<file path="src/hw/rtl/hpg_pkg.sv">
// Package for the helix point generator: sequencer states, angle constants,
// Taylor divisor and reciprocal tables. No dependencies.
`default_nettype none

package hpg_pkg;

    // defaults for the top level parameters
    localparam int unsigned MAX_POINTS_DEF     = 64;
    localparam int unsigned TRIG_FRAC_BITS_DEF = 16;

    // angle step between points, whole degrees
    localparam int unsigned ANGLE_STEP_DEG = 10;
    localparam logic [15:0] STEP_CD        = 16'(ANGLE_STEP_DEG * 100);
    localparam logic [10:0] STEP_SWEPT     = 11'(ANGLE_STEP_DEG);

    localparam logic [15:0] FULL_TURN = 16'd36000;
    localparam logic [15:0] QUARTER   = 16'd9000;
    localparam logic [13:0] EIGHTH    = 14'd4500;
    localparam logic [9:0]  TOTAL_MAX = 10'd640;

    localparam logic [1:0] QUAD_I   = 2'd0;
    localparam logic [1:0] QUAD_II  = 2'd1;
    localparam logic [1:0] QUAD_III = 2'd2;
    localparam logic [1:0] QUAD_IV  = 2'd3;

    // pi in Q30 split as PI_A * 18000 + PI_B, so that
    // round(r * pi / 18000) = r * PI_A + (r * PI_B + 9000) / 18000
    localparam logic [31:0] PI_A     = 32'd187403;
    localparam logic [31:0] PI_B     = 32'd5426;
    localparam logic [29:0] PI_RND   = 30'd9000;
    localparam logic [30:0] ONE_Q30  = 31'h4000_0000;

    // divisor table: sine terms, cosine terms, then the angle scaling
    localparam int unsigned DIV_N = 10;
    localparam logic [3:0] SIN_FIRST = 4'd0;
    localparam logic [3:0] SIN_LAST  = 4'd3;
    localparam logic [3:0] COS_FIRST = 4'd4;
    localparam logic [3:0] COS_LAST  = 4'd8;
    localparam logic [3:0] DIV_X_IDX = 4'd9;

    localparam logic [14:0] DIV_TAB [DIV_N] = '{
        15'd72, 15'd42, 15'd20, 15'd6,
        15'd90, 15'd56, 15'd30, 15'd12, 15'd2,
        15'd18000
    };

    // floor(2^32 / divisor); quotient is then exact or one short
    localparam logic [31:0] RECIP_TAB [DIV_N] = '{
        32'd59652323, 32'd102261126, 32'd214748364, 32'd715827882,
        32'd47721858, 32'd76695844, 32'd143165576, 32'd357913941, 32'd2147483648,
        32'd238609
    };

    typedef enum logic [4:0] {
        S_IDLE,
        S_FOLD,
        S_XB,
        S_XV,
        S_XA,
        S_XQ,
        S_X2M,
        S_X2,
        S_TERM,
        S_TV,
        S_DMUL,
        S_DBACK,
        S_DFIX,
        S_TUPD,
        S_SIN,
        S_SINR,
        S_MPX,
        S_MPY,
        S_MPZ,
        S_EMIT
    } t_state;

endpackage

`default_nettype wire

</file>
<file path="src/hw/rtl/helix_point_generator.sv">
// Helix point generator top level: sequencer around one shared 32x32 multiplier.
// Depends on hpg_pkg.
`default_nettype none

// A request is taken when start is high and busy is low. It gives
// N = ceil(min(total_angle, 640) / 10) points, at most MAX_POINTS, and a zero
// total gives none and leaves busy low. Busy stays high until the final point
// is out. The single multiplier forms the angle in radians, the nine Taylor
// terms of sine and cosine, the reciprocal multiply and back-multiply of every
// division by a constant, and the x, y and z scalings, one product per cycle.
// Each point is shown for exactly one cycle with o_strobe high, the final
// one with o_last_point; the receiver cannot stall, so it must take every word.
module helix_point_generator #(
    parameter int unsigned MAX_POINTS     = hpg_pkg::MAX_POINTS_DEF,
    parameter int unsigned TRIG_FRAC_BITS = hpg_pkg::TRIG_FRAC_BITS_DEF
) (
    input  wire logic               i_clk,
    input  wire logic               i_rst_n,
    input  wire logic               start,
    output logic                    busy,
    input  wire logic signed [30:0] i_center_x,
    input  wire logic signed [30:0] i_center_y,
    input  wire logic signed [30:0] i_center_z,
    input  wire logic        [29:0] i_radius,
    input  wire logic        [15:0] i_start_angle,
    input  wire logic signed [23:0] i_height_per_degree,
    input  wire logic        [9:0]  i_total_angle,
    input  wire logic               i_counter_clockwise,
    output logic                    o_strobe,
    output logic signed      [31:0] o_point_x,
    output logic signed      [31:0] o_point_y,
    output logic signed      [31:0] o_point_z,
    output logic                    o_last_point
);

    localparam int unsigned KW = $clog2(MAX_POINTS + 1);
    localparam int unsigned MW = TRIG_FRAC_BITS + 1;
    localparam int unsigned SH = 30 - TRIG_FRAC_BITS;

    hpg_pkg::t_state r_state, n_state;

    // request
    logic [30:0] r_cx, r_cy, r_cz;
    logic [29:0] r_radius;
    logic [23:0] r_hmag;
    logic        r_hneg;
    logic        r_ccw;
    logic [9:0]  r_total;

    // per point
    logic [15:0]    r_angle;
    logic [KW-1:0]  r_k;
    logic [9:0]     r_swept;
    logic [1:0]     r_quad;
    logic [12:0]    r_oct;
    logic           r_swap;
    logic [29:0]    r_x, r_x2, r_v, r_q;
    logic [30:0]    r_t;
    logic [3:0]     r_term, r_didx;
    logic [MW-1:0]  r_sin, r_cos;
    logic [63:0]    r_prod;

    logic [31:0] r_point_x, r_point_y, r_point_z;
    logic        r_strobe, r_last;

    // shared multiplier
    logic [31:0] mul_a, mul_b;
    logic [63:0] n_prod;

    // request decode
    logic [9:0]  tot_sat;
    logic [15:0] start_red;

    // angle fold
    logic [1:0]  f_quad;
    logic [13:0] f_rem;
    logic [12:0] f_oct;
    logic        f_swap;

    // trig mapping and scaling
    logic [MW-1:0] s0, c0, sm, cm;
    logic          sn, cn;
    logic [63:0]   sc_sum;
    logic [30:0]   sc_mag;
    logic [32:0]   sc_x, sc_y, sc_z;
    logic [25:0]   z_mag;

    // division fix-up
    logic [29:0] d_rem;
    logic [14:0] d_div;

    // step advance
    logic [10:0] sw_next;
    logic        last_pt;
    logic [16:0] ang_up;
    logic [15:0] ang_next;
    logic [30:0] t_new;

    function automatic logic [MW-1:0] frac_round(input logic [30:0] v);
        logic [31:0] s;
        s = {1'b0, v} + (32'd1 << (SH - 1));
        return s[SH +: MW];
    endfunction

    assign busy         = (r_state != hpg_pkg::S_IDLE);
    assign o_strobe     = r_strobe;
    assign o_point_x    = r_point_x;
    assign o_point_y    = r_point_y;
    assign o_point_z    = r_point_z;
    assign o_last_point = r_last;

    assign n_prod = {32'b0, mul_a} * {32'b0, mul_b};

    assign tot_sat   = (i_total_angle > hpg_pkg::TOTAL_MAX) ? hpg_pkg::TOTAL_MAX
                                                            : i_total_angle;
    assign start_red = (i_start_angle >= hpg_pkg::FULL_TURN)
                     ? i_start_angle - hpg_pkg::FULL_TURN : i_start_angle;

    always_comb begin
        if (r_angle >= 16'(3 * hpg_pkg::QUARTER)) begin
            f_quad = hpg_pkg::QUAD_IV;
            f_rem  = 14'(r_angle - 16'(3 * hpg_pkg::QUARTER));
        end else if (r_angle >= 16'(2 * hpg_pkg::QUARTER)) begin
            f_quad = hpg_pkg::QUAD_III;
            f_rem  = 14'(r_angle - 16'(2 * hpg_pkg::QUARTER));
        end else if (r_angle >= hpg_pkg::QUARTER) begin
            f_quad = hpg_pkg::QUAD_II;
            f_rem  = 14'(r_angle - hpg_pkg::QUARTER);
        end else begin
            f_quad = hpg_pkg::QUAD_I;
            f_rem  = r_angle[13:0];
        end
        f_swap = (f_rem > hpg_pkg::EIGHTH);
        f_oct  = f_swap ? 13'(14'(hpg_pkg::QUARTER) - f_rem) : f_rem[12:0];
    end

    // past the octant the sine and cosine series swap roles
    assign s0 = r_swap ? r_cos : r_sin;
    assign c0 = r_swap ? r_sin : r_cos;

    always_comb begin
        case (r_quad)
            hpg_pkg::QUAD_I: begin
                sm = s0; sn = 1'b0; cm = c0; cn = 1'b0;
            end
            hpg_pkg::QUAD_II: begin
                sm = c0; sn = 1'b0; cm = s0; cn = 1'b1;
            end
            hpg_pkg::QUAD_III: begin
                sm = s0; sn = 1'b1; cm = c0; cn = 1'b1;
            end
            default: begin
                sm = c0; sn = 1'b1; cm = s0; cn = 1'b0;
            end
        endcase
    end

    // radius * |trig| rounded half up, then signed onto the centre
    assign sc_sum = r_prod + (64'd1 << (TRIG_FRAC_BITS - 1));
    assign sc_mag = sc_sum[TRIG_FRAC_BITS +: 31];
    assign sc_x   = cn ? {{2{r_cx[30]}}, r_cx} - {2'b0, sc_mag}
                       : {{2{r_cx[30]}}, r_cx} + {2'b0, sc_mag};
    assign sc_y   = sn ? {{2{r_cy[30]}}, r_cy} - {2'b0, sc_mag}
                       : {{2{r_cy[30]}}, r_cy} + {2'b0, sc_mag};
    // rise truncates toward zero: shift the magnitude, then apply the sign
    assign z_mag  = r_prod[33:8];
    assign sc_z   = r_hneg ? {{2{r_cz[30]}}, r_cz} - {7'b0, z_mag}
                           : {{2{r_cz[30]}}, r_cz} + {7'b0, z_mag};

    assign d_div = hpg_pkg::DIV_TAB[r_didx];
    assign d_rem = r_v - r_prod[29:0];
    assign t_new = hpg_pkg::ONE_Q30 - {1'b0, r_q};

    assign sw_next = {1'b0, r_swept} + hpg_pkg::STEP_SWEPT;
    assign last_pt = (sw_next >= {1'b0, r_total}) || (r_k == KW'(MAX_POINTS - 1));
    assign ang_up  = {1'b0, r_angle} + {1'b0, hpg_pkg::STEP_CD};

    always_comb begin
        if (r_ccw) begin
            ang_next = (ang_up >= {1'b0, hpg_pkg::FULL_TURN})
                     ? 16'(ang_up - {1'b0, hpg_pkg::FULL_TURN}) : ang_up[15:0];
        end else if (r_angle >= hpg_pkg::STEP_CD) begin
            ang_next = r_angle - hpg_pkg::STEP_CD;
        end else begin
            ang_next = r_angle + hpg_pkg::FULL_TURN - hpg_pkg::STEP_CD;
        end
    end

    // sequencer: next state and multiplier operands
    always_comb begin
        n_state = r_state;
        mul_a   = '0;
        mul_b   = '0;
        case (r_state)
            hpg_pkg::S_IDLE: begin
                if (start && (tot_sat != '0)) n_state = hpg_pkg::S_FOLD;
            end
            hpg_pkg::S_FOLD: n_state = hpg_pkg::S_XB;
            hpg_pkg::S_XB: begin
                mul_a   = {19'b0, r_oct};
                mul_b   = hpg_pkg::PI_B;
                n_state = hpg_pkg::S_XV;
            end
            hpg_pkg::S_XV: begin
                mul_a   = {19'b0, r_oct};
                mul_b   = hpg_pkg::PI_A;
                n_state = hpg_pkg::S_XA;
            end
            hpg_pkg::S_XA: n_state = hpg_pkg::S_DMUL;
            hpg_pkg::S_XQ: n_state = hpg_pkg::S_X2M;
            hpg_pkg::S_X2M: begin
                mul_a   = {2'b0, r_x};
                mul_b   = {2'b0, r_x};
                n_state = hpg_pkg::S_X2;
            end
            hpg_pkg::S_X2: n_state = hpg_pkg::S_TERM;
            hpg_pkg::S_TERM: begin
                if ((r_term == hpg_pkg::SIN_FIRST) || (r_term == hpg_pkg::COS_FIRST)) begin
                    n_state = hpg_pkg::S_DMUL;
                end else begin
                    mul_a   = {2'b0, r_x2};
                    mul_b   = {1'b0, r_t};
                    n_state = hpg_pkg::S_TV;
                end
            end
            hpg_pkg::S_TV: n_state = hpg_pkg::S_DMUL;
            hpg_pkg::S_DMUL: begin
                mul_a   = {2'b0, r_v};
                mul_b   = hpg_pkg::RECIP_TAB[r_didx];
                n_state = hpg_pkg::S_DBACK;
            end
            hpg_pkg::S_DBACK: begin
                mul_a   = r_prod[63:32];
                mul_b   = {17'b0, d_div};
                n_state = hpg_pkg::S_DFIX;
            end
            hpg_pkg::S_DFIX: begin
                n_state = (r_didx == hpg_pkg::DIV_X_IDX) ? hpg_pkg::S_XQ : hpg_pkg::S_TUPD;
            end
            hpg_pkg::S_TUPD: begin
                if (r_term == hpg_pkg::SIN_LAST) begin
                    n_state = hpg_pkg::S_SIN;
                end else if (r_term == hpg_pkg::COS_LAST) begin
                    n_state = hpg_pkg::S_MPX;
                end else begin
                    n_state = hpg_pkg::S_TERM;
                end
            end
            hpg_pkg::S_SIN: begin
                mul_a   = {2'b0, r_x};
                mul_b   = {1'b0, r_t};
                n_state = hpg_pkg::S_SINR;
            end
            hpg_pkg::S_SINR: n_state = hpg_pkg::S_TERM;
            hpg_pkg::S_MPX: begin
                mul_a   = {2'b0, r_radius};
                mul_b   = 32'(cm);
                n_state = hpg_pkg::S_MPY;
            end
            hpg_pkg::S_MPY: begin
                mul_a   = {2'b0, r_radius};
                mul_b   = 32'(sm);
                n_state = hpg_pkg::S_MPZ;
            end
            hpg_pkg::S_MPZ: begin
                mul_a   = {8'b0, r_hmag};
                mul_b   = {22'b0, r_swept};
                n_state = hpg_pkg::S_EMIT;
            end
            hpg_pkg::S_EMIT: n_state = last_pt ? hpg_pkg::S_IDLE : hpg_pkg::S_FOLD;
            default: n_state = hpg_pkg::S_IDLE;
        endcase
    end

    always_ff @(posedge i_clk) begin
        if (!i_rst_n) begin
            r_state  <= hpg_pkg::S_IDLE;
            r_strobe <= 1'b0;
        end else begin
            r_state  <= n_state;
            r_strobe <= (r_state == hpg_pkg::S_EMIT);
        end
    end

    always_ff @(posedge i_clk) begin
        r_prod <= n_prod;
        case (r_state)
            hpg_pkg::S_IDLE: begin
                if (start) begin
                    r_cx     <= i_center_x;
                    r_cy     <= i_center_y;
                    r_cz     <= i_center_z;
                    r_radius <= i_radius;
                    r_hneg   <= i_height_per_degree[23];
                    r_hmag   <= i_height_per_degree[23] ? (~i_height_per_degree + 24'd1)
                                                        : i_height_per_degree;
                    r_ccw    <= i_counter_clockwise;
                    r_total  <= tot_sat;
                    r_angle  <= start_red;
                    r_k      <= '0;
                    r_swept  <= '0;
                end
            end
            hpg_pkg::S_FOLD: begin
                r_quad <= f_quad;
                r_oct  <= f_oct;
                r_swap <= f_swap;
            end
            hpg_pkg::S_XV: r_v <= r_prod[29:0] + hpg_pkg::PI_RND;
            hpg_pkg::S_XA: begin
                r_x    <= r_prod[29:0];
                r_didx <= hpg_pkg::DIV_X_IDX;
            end
            hpg_pkg::S_XQ: r_x <= r_x + r_q;
            hpg_pkg::S_X2: begin
                r_x2   <= r_prod[59:30];
                r_term <= hpg_pkg::SIN_FIRST;
            end
            hpg_pkg::S_TERM: begin
                if ((r_term == hpg_pkg::SIN_FIRST) || (r_term == hpg_pkg::COS_FIRST)) begin
                    r_v    <= r_x2;
                    r_didx <= r_term;
                end
            end
            hpg_pkg::S_TV: begin
                r_v    <= r_prod[59:30];
                r_didx <= r_term;
            end
            hpg_pkg::S_DBACK: r_q <= r_prod[61:32];
            hpg_pkg::S_DFIX: begin
                // reciprocal estimate may be one short
                if (d_rem >= {15'b0, d_div}) r_q <= r_q + 30'd1;
            end
            hpg_pkg::S_TUPD: begin
                r_t    <= t_new;
                r_term <= r_term + 4'd1;
                if (r_term == hpg_pkg::COS_LAST) r_cos <= frac_round(t_new);
            end
            hpg_pkg::S_SINR: r_sin <= frac_round(r_prod[60:30]);
            hpg_pkg::S_MPY: r_point_x <= sc_x[31:0];
            hpg_pkg::S_MPZ: r_point_y <= sc_y[31:0];
            hpg_pkg::S_EMIT: begin
                r_point_z <= sc_z[31:0];
                r_last    <= last_pt;
                r_angle   <= ang_next;
                r_k       <= r_k + KW'(1);
                r_swept   <= sw_next[9:0];
            end
            default: begin
            end
        endcase
    end

endmodule

`default_nettype wire

</file>
<file path="config.mk">
export PLATFORM = sky130hd
export DESIGN_NAME = helix_point_generator
export DESIGN_NICKNAME = d
export VERILOG_FILES = /design/src/hw/rtl/hpg_pkg.sv /design/src/hw/rtl/helix_point_generator.sv
export SDC_FILE = /design/constraint.sdc
export NUM_CORES = 2
export LEC_CHECK = 0
export BUFFER_PORTS_ARGS = -buffer_cell sky130_fd_sc_hd__buf_2
export CORE_ASPECT_RATIO = 1.1
export CORE_UTILIZATION = 55
export CTS_CLUSTER_SIZE = 14
export DETAILED_ROUTE_END_ITERATION = 6
export PLACE_DENSITY = 0.86
export SLEW_MARGIN = 15
export SYNTH_ARGS = -nofsm -noshare
export SYNTH_HDL_FRONTEND = slang
export SYNTH_SLANG_ARGS = --single-unit
export TNS_END_PERCENT = 30
</file>
<file path="constraint.sdc">
create_clock -name i_clk -period 10.4 [get_ports i_clk]
set_input_delay 0.52 -clock i_clk [delete_from_list [all_inputs] [get_ports i_clk]]
set_output_delay 0.52 -clock i_clk [all_outputs]
set_load 0.005 [all_outputs]
</file>
==> summary.md <==
| Metric | Value |
|---|---|
| XOR/XNOR Fraction of Synth Area | `6.23%` |
| IO Count | `276` |
| Compound-Gate Fraction of Synth Area | `11.0%` |
| Adder-cell share of the synthesized area | `34.8%` |
| Sw Ratio | `35.2%` |
| P_leak | `33.9 nW` |
| Crit Path Category | `reg -> reg` |
| Synth Area in Simple Gates | `14.6%` |
| Clock share of power | `30.4%` |
| Asr flop ratio synth | `0%` |
| Global-route wire length before repair | `366000 microns` |
| Worst hold path type | `in -> reg` |
| DR DRC count | `4` |
| Die area | `0.126 sq mm` |
| Failing checks | `design-rule violations` |
| Worst-Margin Slew | `1.25 ns` |
| PortBufs | `275` |
| CTS tree | `built` |
| DR vias | `58700` |
| Clock Skew | `0.0601 ns` |
| Root buf cell | `clkbuf_16` |
| FMAX | `100 MHz` |
| Crit path top cell by count | `fa_1` |
| Initial antenna violation count | `10` |
| CP endpoint kind | `flop` |
| CORE AREA | `0.124 sq mm` |
| Grt total ovfl | `0` |
| Internal power | `5.10 mW` |
| Fin. max-slew vios | `0` |
| RSZ-0062 raised after global routing | `false` |
| Share of cells above drive strength 1 | `10.6%` |
| Worst-Skew Late Latency | `0.65 ns` |
| Worst stage delay on the critical path | `0.56 ns` |
| Final setup viols | `0` |
| Worst EP required | `10.91 ns` |
| Tcrit/Tclk final | `96.1%` |
| Final ANT Viol Nets | `0` |
| DIE WIDTH | `339 microns` |
| Post-route minimum period | `10.0 ns` |
| Maximum vdd drop | `0.156 mV` |
| DP Cell Count | `9387` |
| Slew HR | `15.9%` |
| Hold path depth | `1` |
| Starting Density | `55.6%` |
| Pwr dens | `102 mW/mm^2` |
| EDFF count, synth | `497` |
| Cells on worst reg2reg path | `34` |
| Clk sinks | `567` |
| Core Util, Final | `62.2%` |
| Routability cong. | `1.08` |
| Flop2flop setup slack | `0.40 ns` |
| Largest net degree at the start of global routing | `71` |
| Final-report hold violation count | `0` |
| P_sw | `2.77 mW` |
| Starting DRT DRC Count | `7118` |
| Cell Area, Synth | `0.0688 sq mm` |
| Syn Area/Cell | `9.25 sq um` |
| Sequential share of power | `36.9%` |
| Clk buf depth | `3` |
| Design Area, Final | `0.0770 sq mm` |
| Drt total wl | `247000 microns` |
| Cts bufs inserted | `66` |
| Vias in the first global route | `59500` |
| Logic gate share of total power | `32.7%` |
| DR WL/cell | `26.0 microns` |
| Slowest stage cell, crit path | `fa_1` |
| Fill cells | `10100` |
| Multi-input logic area | `0.0473 sq mm` |
| Sequential area share after synthesis | `23.7%` |
| Post-synthesis mux area share | `1.41%` |
| Worst path arrival time | `10.51 ns` |
| Row count | `135` |
| P&R area growth vs syn | `11.9%` |
| Drt via density | `6.16` |
| Dpl hpwl | `198000 microns` |
| H-tree Lvls | `3` |
| Synth warn | `0` |
| Status | `finished with violations` |
| Crit path max fanout | `26` |
| Register clock-pin slew on the reported worst setup and hold paths | `0.06 ns` |
| CP Launch Type | `flop` |
| Synth Instances | `7438` |
| Post-layout nets | `9368` |
| Register area | `0.0163 sq mm` |
| Main combinational cell family by area after synthesis | `adder cells` |
| 1st-pass router iterations | `7` |
| Cell variety after synth | `98` |
| Number of synthesized register bits | `567` |
| Non-Filler Instances | `9525` |
| GRT Util Overall | `38.9%` |
| Fin Setup TNS | `0 ns` |
| Chip Height | `373 microns` |
| Post-synth top flop | `edfxtp_1` |
| Max-cap violations | `0` |
| Placed Area | `0.0746 sq mm` |
==> worst max-delay path: cells and delay by family, from the launching register on <==
kind / cells / cell delay, ns
adders and majority gates: 10 / 4.24
AOI/OAI and AO/OA: 8 / 2.13
buffers and inverters: 8 / 1.41
and+or+nand+nor: 5 / 0.89
xor gates and xnor gates: 2 / 0.57
DFF: 1 / 0.39
muxes: 1 / 0.21
==> layer usage <==
layer,track usage (%),vias up,wire [microns]
met4,22.0,4,16700
li1,-,25100,-
met1,50.3,29000,91200
met2,59.6,3709,109000
met3,9.63,807,30000
met5,0,-,27
==> cell usage after synthesis (all sizes together) (14+ instances only) <==
| library cell | n | share of area, % |
|---|---|---|
| o21bai | 40 | 0.44 |
| dfxtp | 70 | 2.0 |
| clkbuf | 319 | 1.7 |
| nor4 | 34 | 0.34 |
| a31oi | 38 | 0.35 |
| o21ai | 214 | 1.6 |
| nand3 | 128 | 0.94 |
| inv | 1131 | 6.2 |
| a221oi | 44 | 0.56 |
| nor3 | 90 | 0.65 |
| nand2 | 808 | 4.4 |
| or3 | 37 | 0.34 |
| a211oi | 29 | 0.32 |
| edfxtp | 497 | 22 |
| nand2b | 56 | 0.51 |
| a21o | 128 | 1.4 |
| a21boi | 14 | 0.15 |
| a22oi | 33 | 0.36 |
| fa | 901 | 26 |
| and3 | 66 | 0.60 |
| mux2i | 90 | 1.3 |
| o21a | 46 | 0.50 |
| o211ai | 22 | 0.24 |
| buf | 53 | 0.34 |
| and2 | 61 | 0.55 |
| o31ai | 25 | 0.27 |
| nor2b | 47 | 0.43 |
| nand4 | 59 | 0.54 |
| or4 | 18 | 0.20 |
| a21oi | 312 | 2.3 |
| a221o | 34 | 0.49 |
| xor2 | 149 | 1.9 |
| xnor2 | 340 | 4.3 |
| ha | 471 | 8.6 |
| nor2 | 809 | 4.4 |
==> state kept, by name, indices dropped and copies added (netlist names), 24 cells and up <==
register   cells
o_point_x     32
o_point_y     32
o_point_z     32
r_cx          31
r_cy          31
r_cz          31
r_hmag        24
r_prod        64
r_q           30
r_radius      30
r_t           31
r_v           30
r_x           30
r_x2          30
==> cell families (layout without fill, tap and decap cells) <==
kind of cell | Yosys count | in the layout
AOI/OAI and AO/OA | 1136 | 1136
xor gates and xnor gates | 489 | 489
adders and majority gates | 1372 | 1372
buffers and inverters | 1506 | 1894
DFF | 567 | 567
muxes | 96 | 96
other | 2 | 57
and+or+nand+nor | 2270 | 2270
==> path summary, 6_finish.rpt <==
kind                endpoint            from
setup / recovery  r_prod[43]       r_quad[0]
hold / removal      r_cy[10]  i_center_y[10]
setup reg to reg  r_prod[43]       r_quad[0]
hold reg to reg     r_oct[0]      r_angle[0]
==> cell type report <==
cell class	instances	share of cell area (%)
multi-input cells	5409	61.5
inverters	1134	5.53
flip-flops and latches	567	21.2
repair buffers	641	6.21
diodes	11	0.0358
well taps	1644	2.67
clock buffers	90	2.42
clock inverters	29	0.452
==> power by group through the flow <==
stage | clock [mW] | combinational [mW] | sequential [mW]
floorplan | 0 | 1.75 | 2.83
global placement | 0 | 2.40 | 2.93
detailed placement | 0 | 2.47 | 2.94
CTS | 2.39 | 2.50 | 2.89
global route | 2.48 | 2.76 | 2.90
finish | 2.39 | 2.57 | 2.91
==> stage by stage <==
step                      setup slack (ns)  hold WS, ns  power [mW]
after floorplan                      0.299        0.406        4.58
after global placement               0.323        0.523        5.34
after detailed placement             0.135        0.527        5.41
after CTS                            0.106       0.0236        7.78
after global routing                0.0483       0.0344        8.14
final                                0.401       0.0464        7.87
==> timing repair <==
action | in CTS | in global routing
gates resized for setup | 0 | 10
buffers inserted | 0 | 7
setup endpoints to repair | 0 | 10
hold buffers | 0 | 0
==> cells in the final DEF (no fill, tap or decap), types with 13 or more instances in the layout <==
cell,n
o211ai_1,22
nand2b_1,56
a31oi_1,38
nand2_1,808
mux2i_1,90
dfxtp_1,69
a21o_1,128
a221oi_1,25
and2_1,59
xor2_1,149
ha_1,471
a211oi_1,29
buf_4,312
o21bai_1,39
or3_1,36
a22oi_1,33
clkbuf_16,68
nand4_1,59
or4_1,17
o21ai_0,205
o21a_1,46
a221oi_2,14
clkbuf_1,14
o41ai_1,13
nand3_1,127
a221o_1,34
a21oi_1,311
nor3_1,84
nor2_1,805
fa_1,901
inv_1,1127
buf_12,52
buf_2,275
conb_1,46
nor4_1,27
o31ai_1,25
and3_1,65
nor2b_1,45
edfxtp_1,497
xnor2_1,339
No activity file was read; power rests on OpenSTA's default activity.
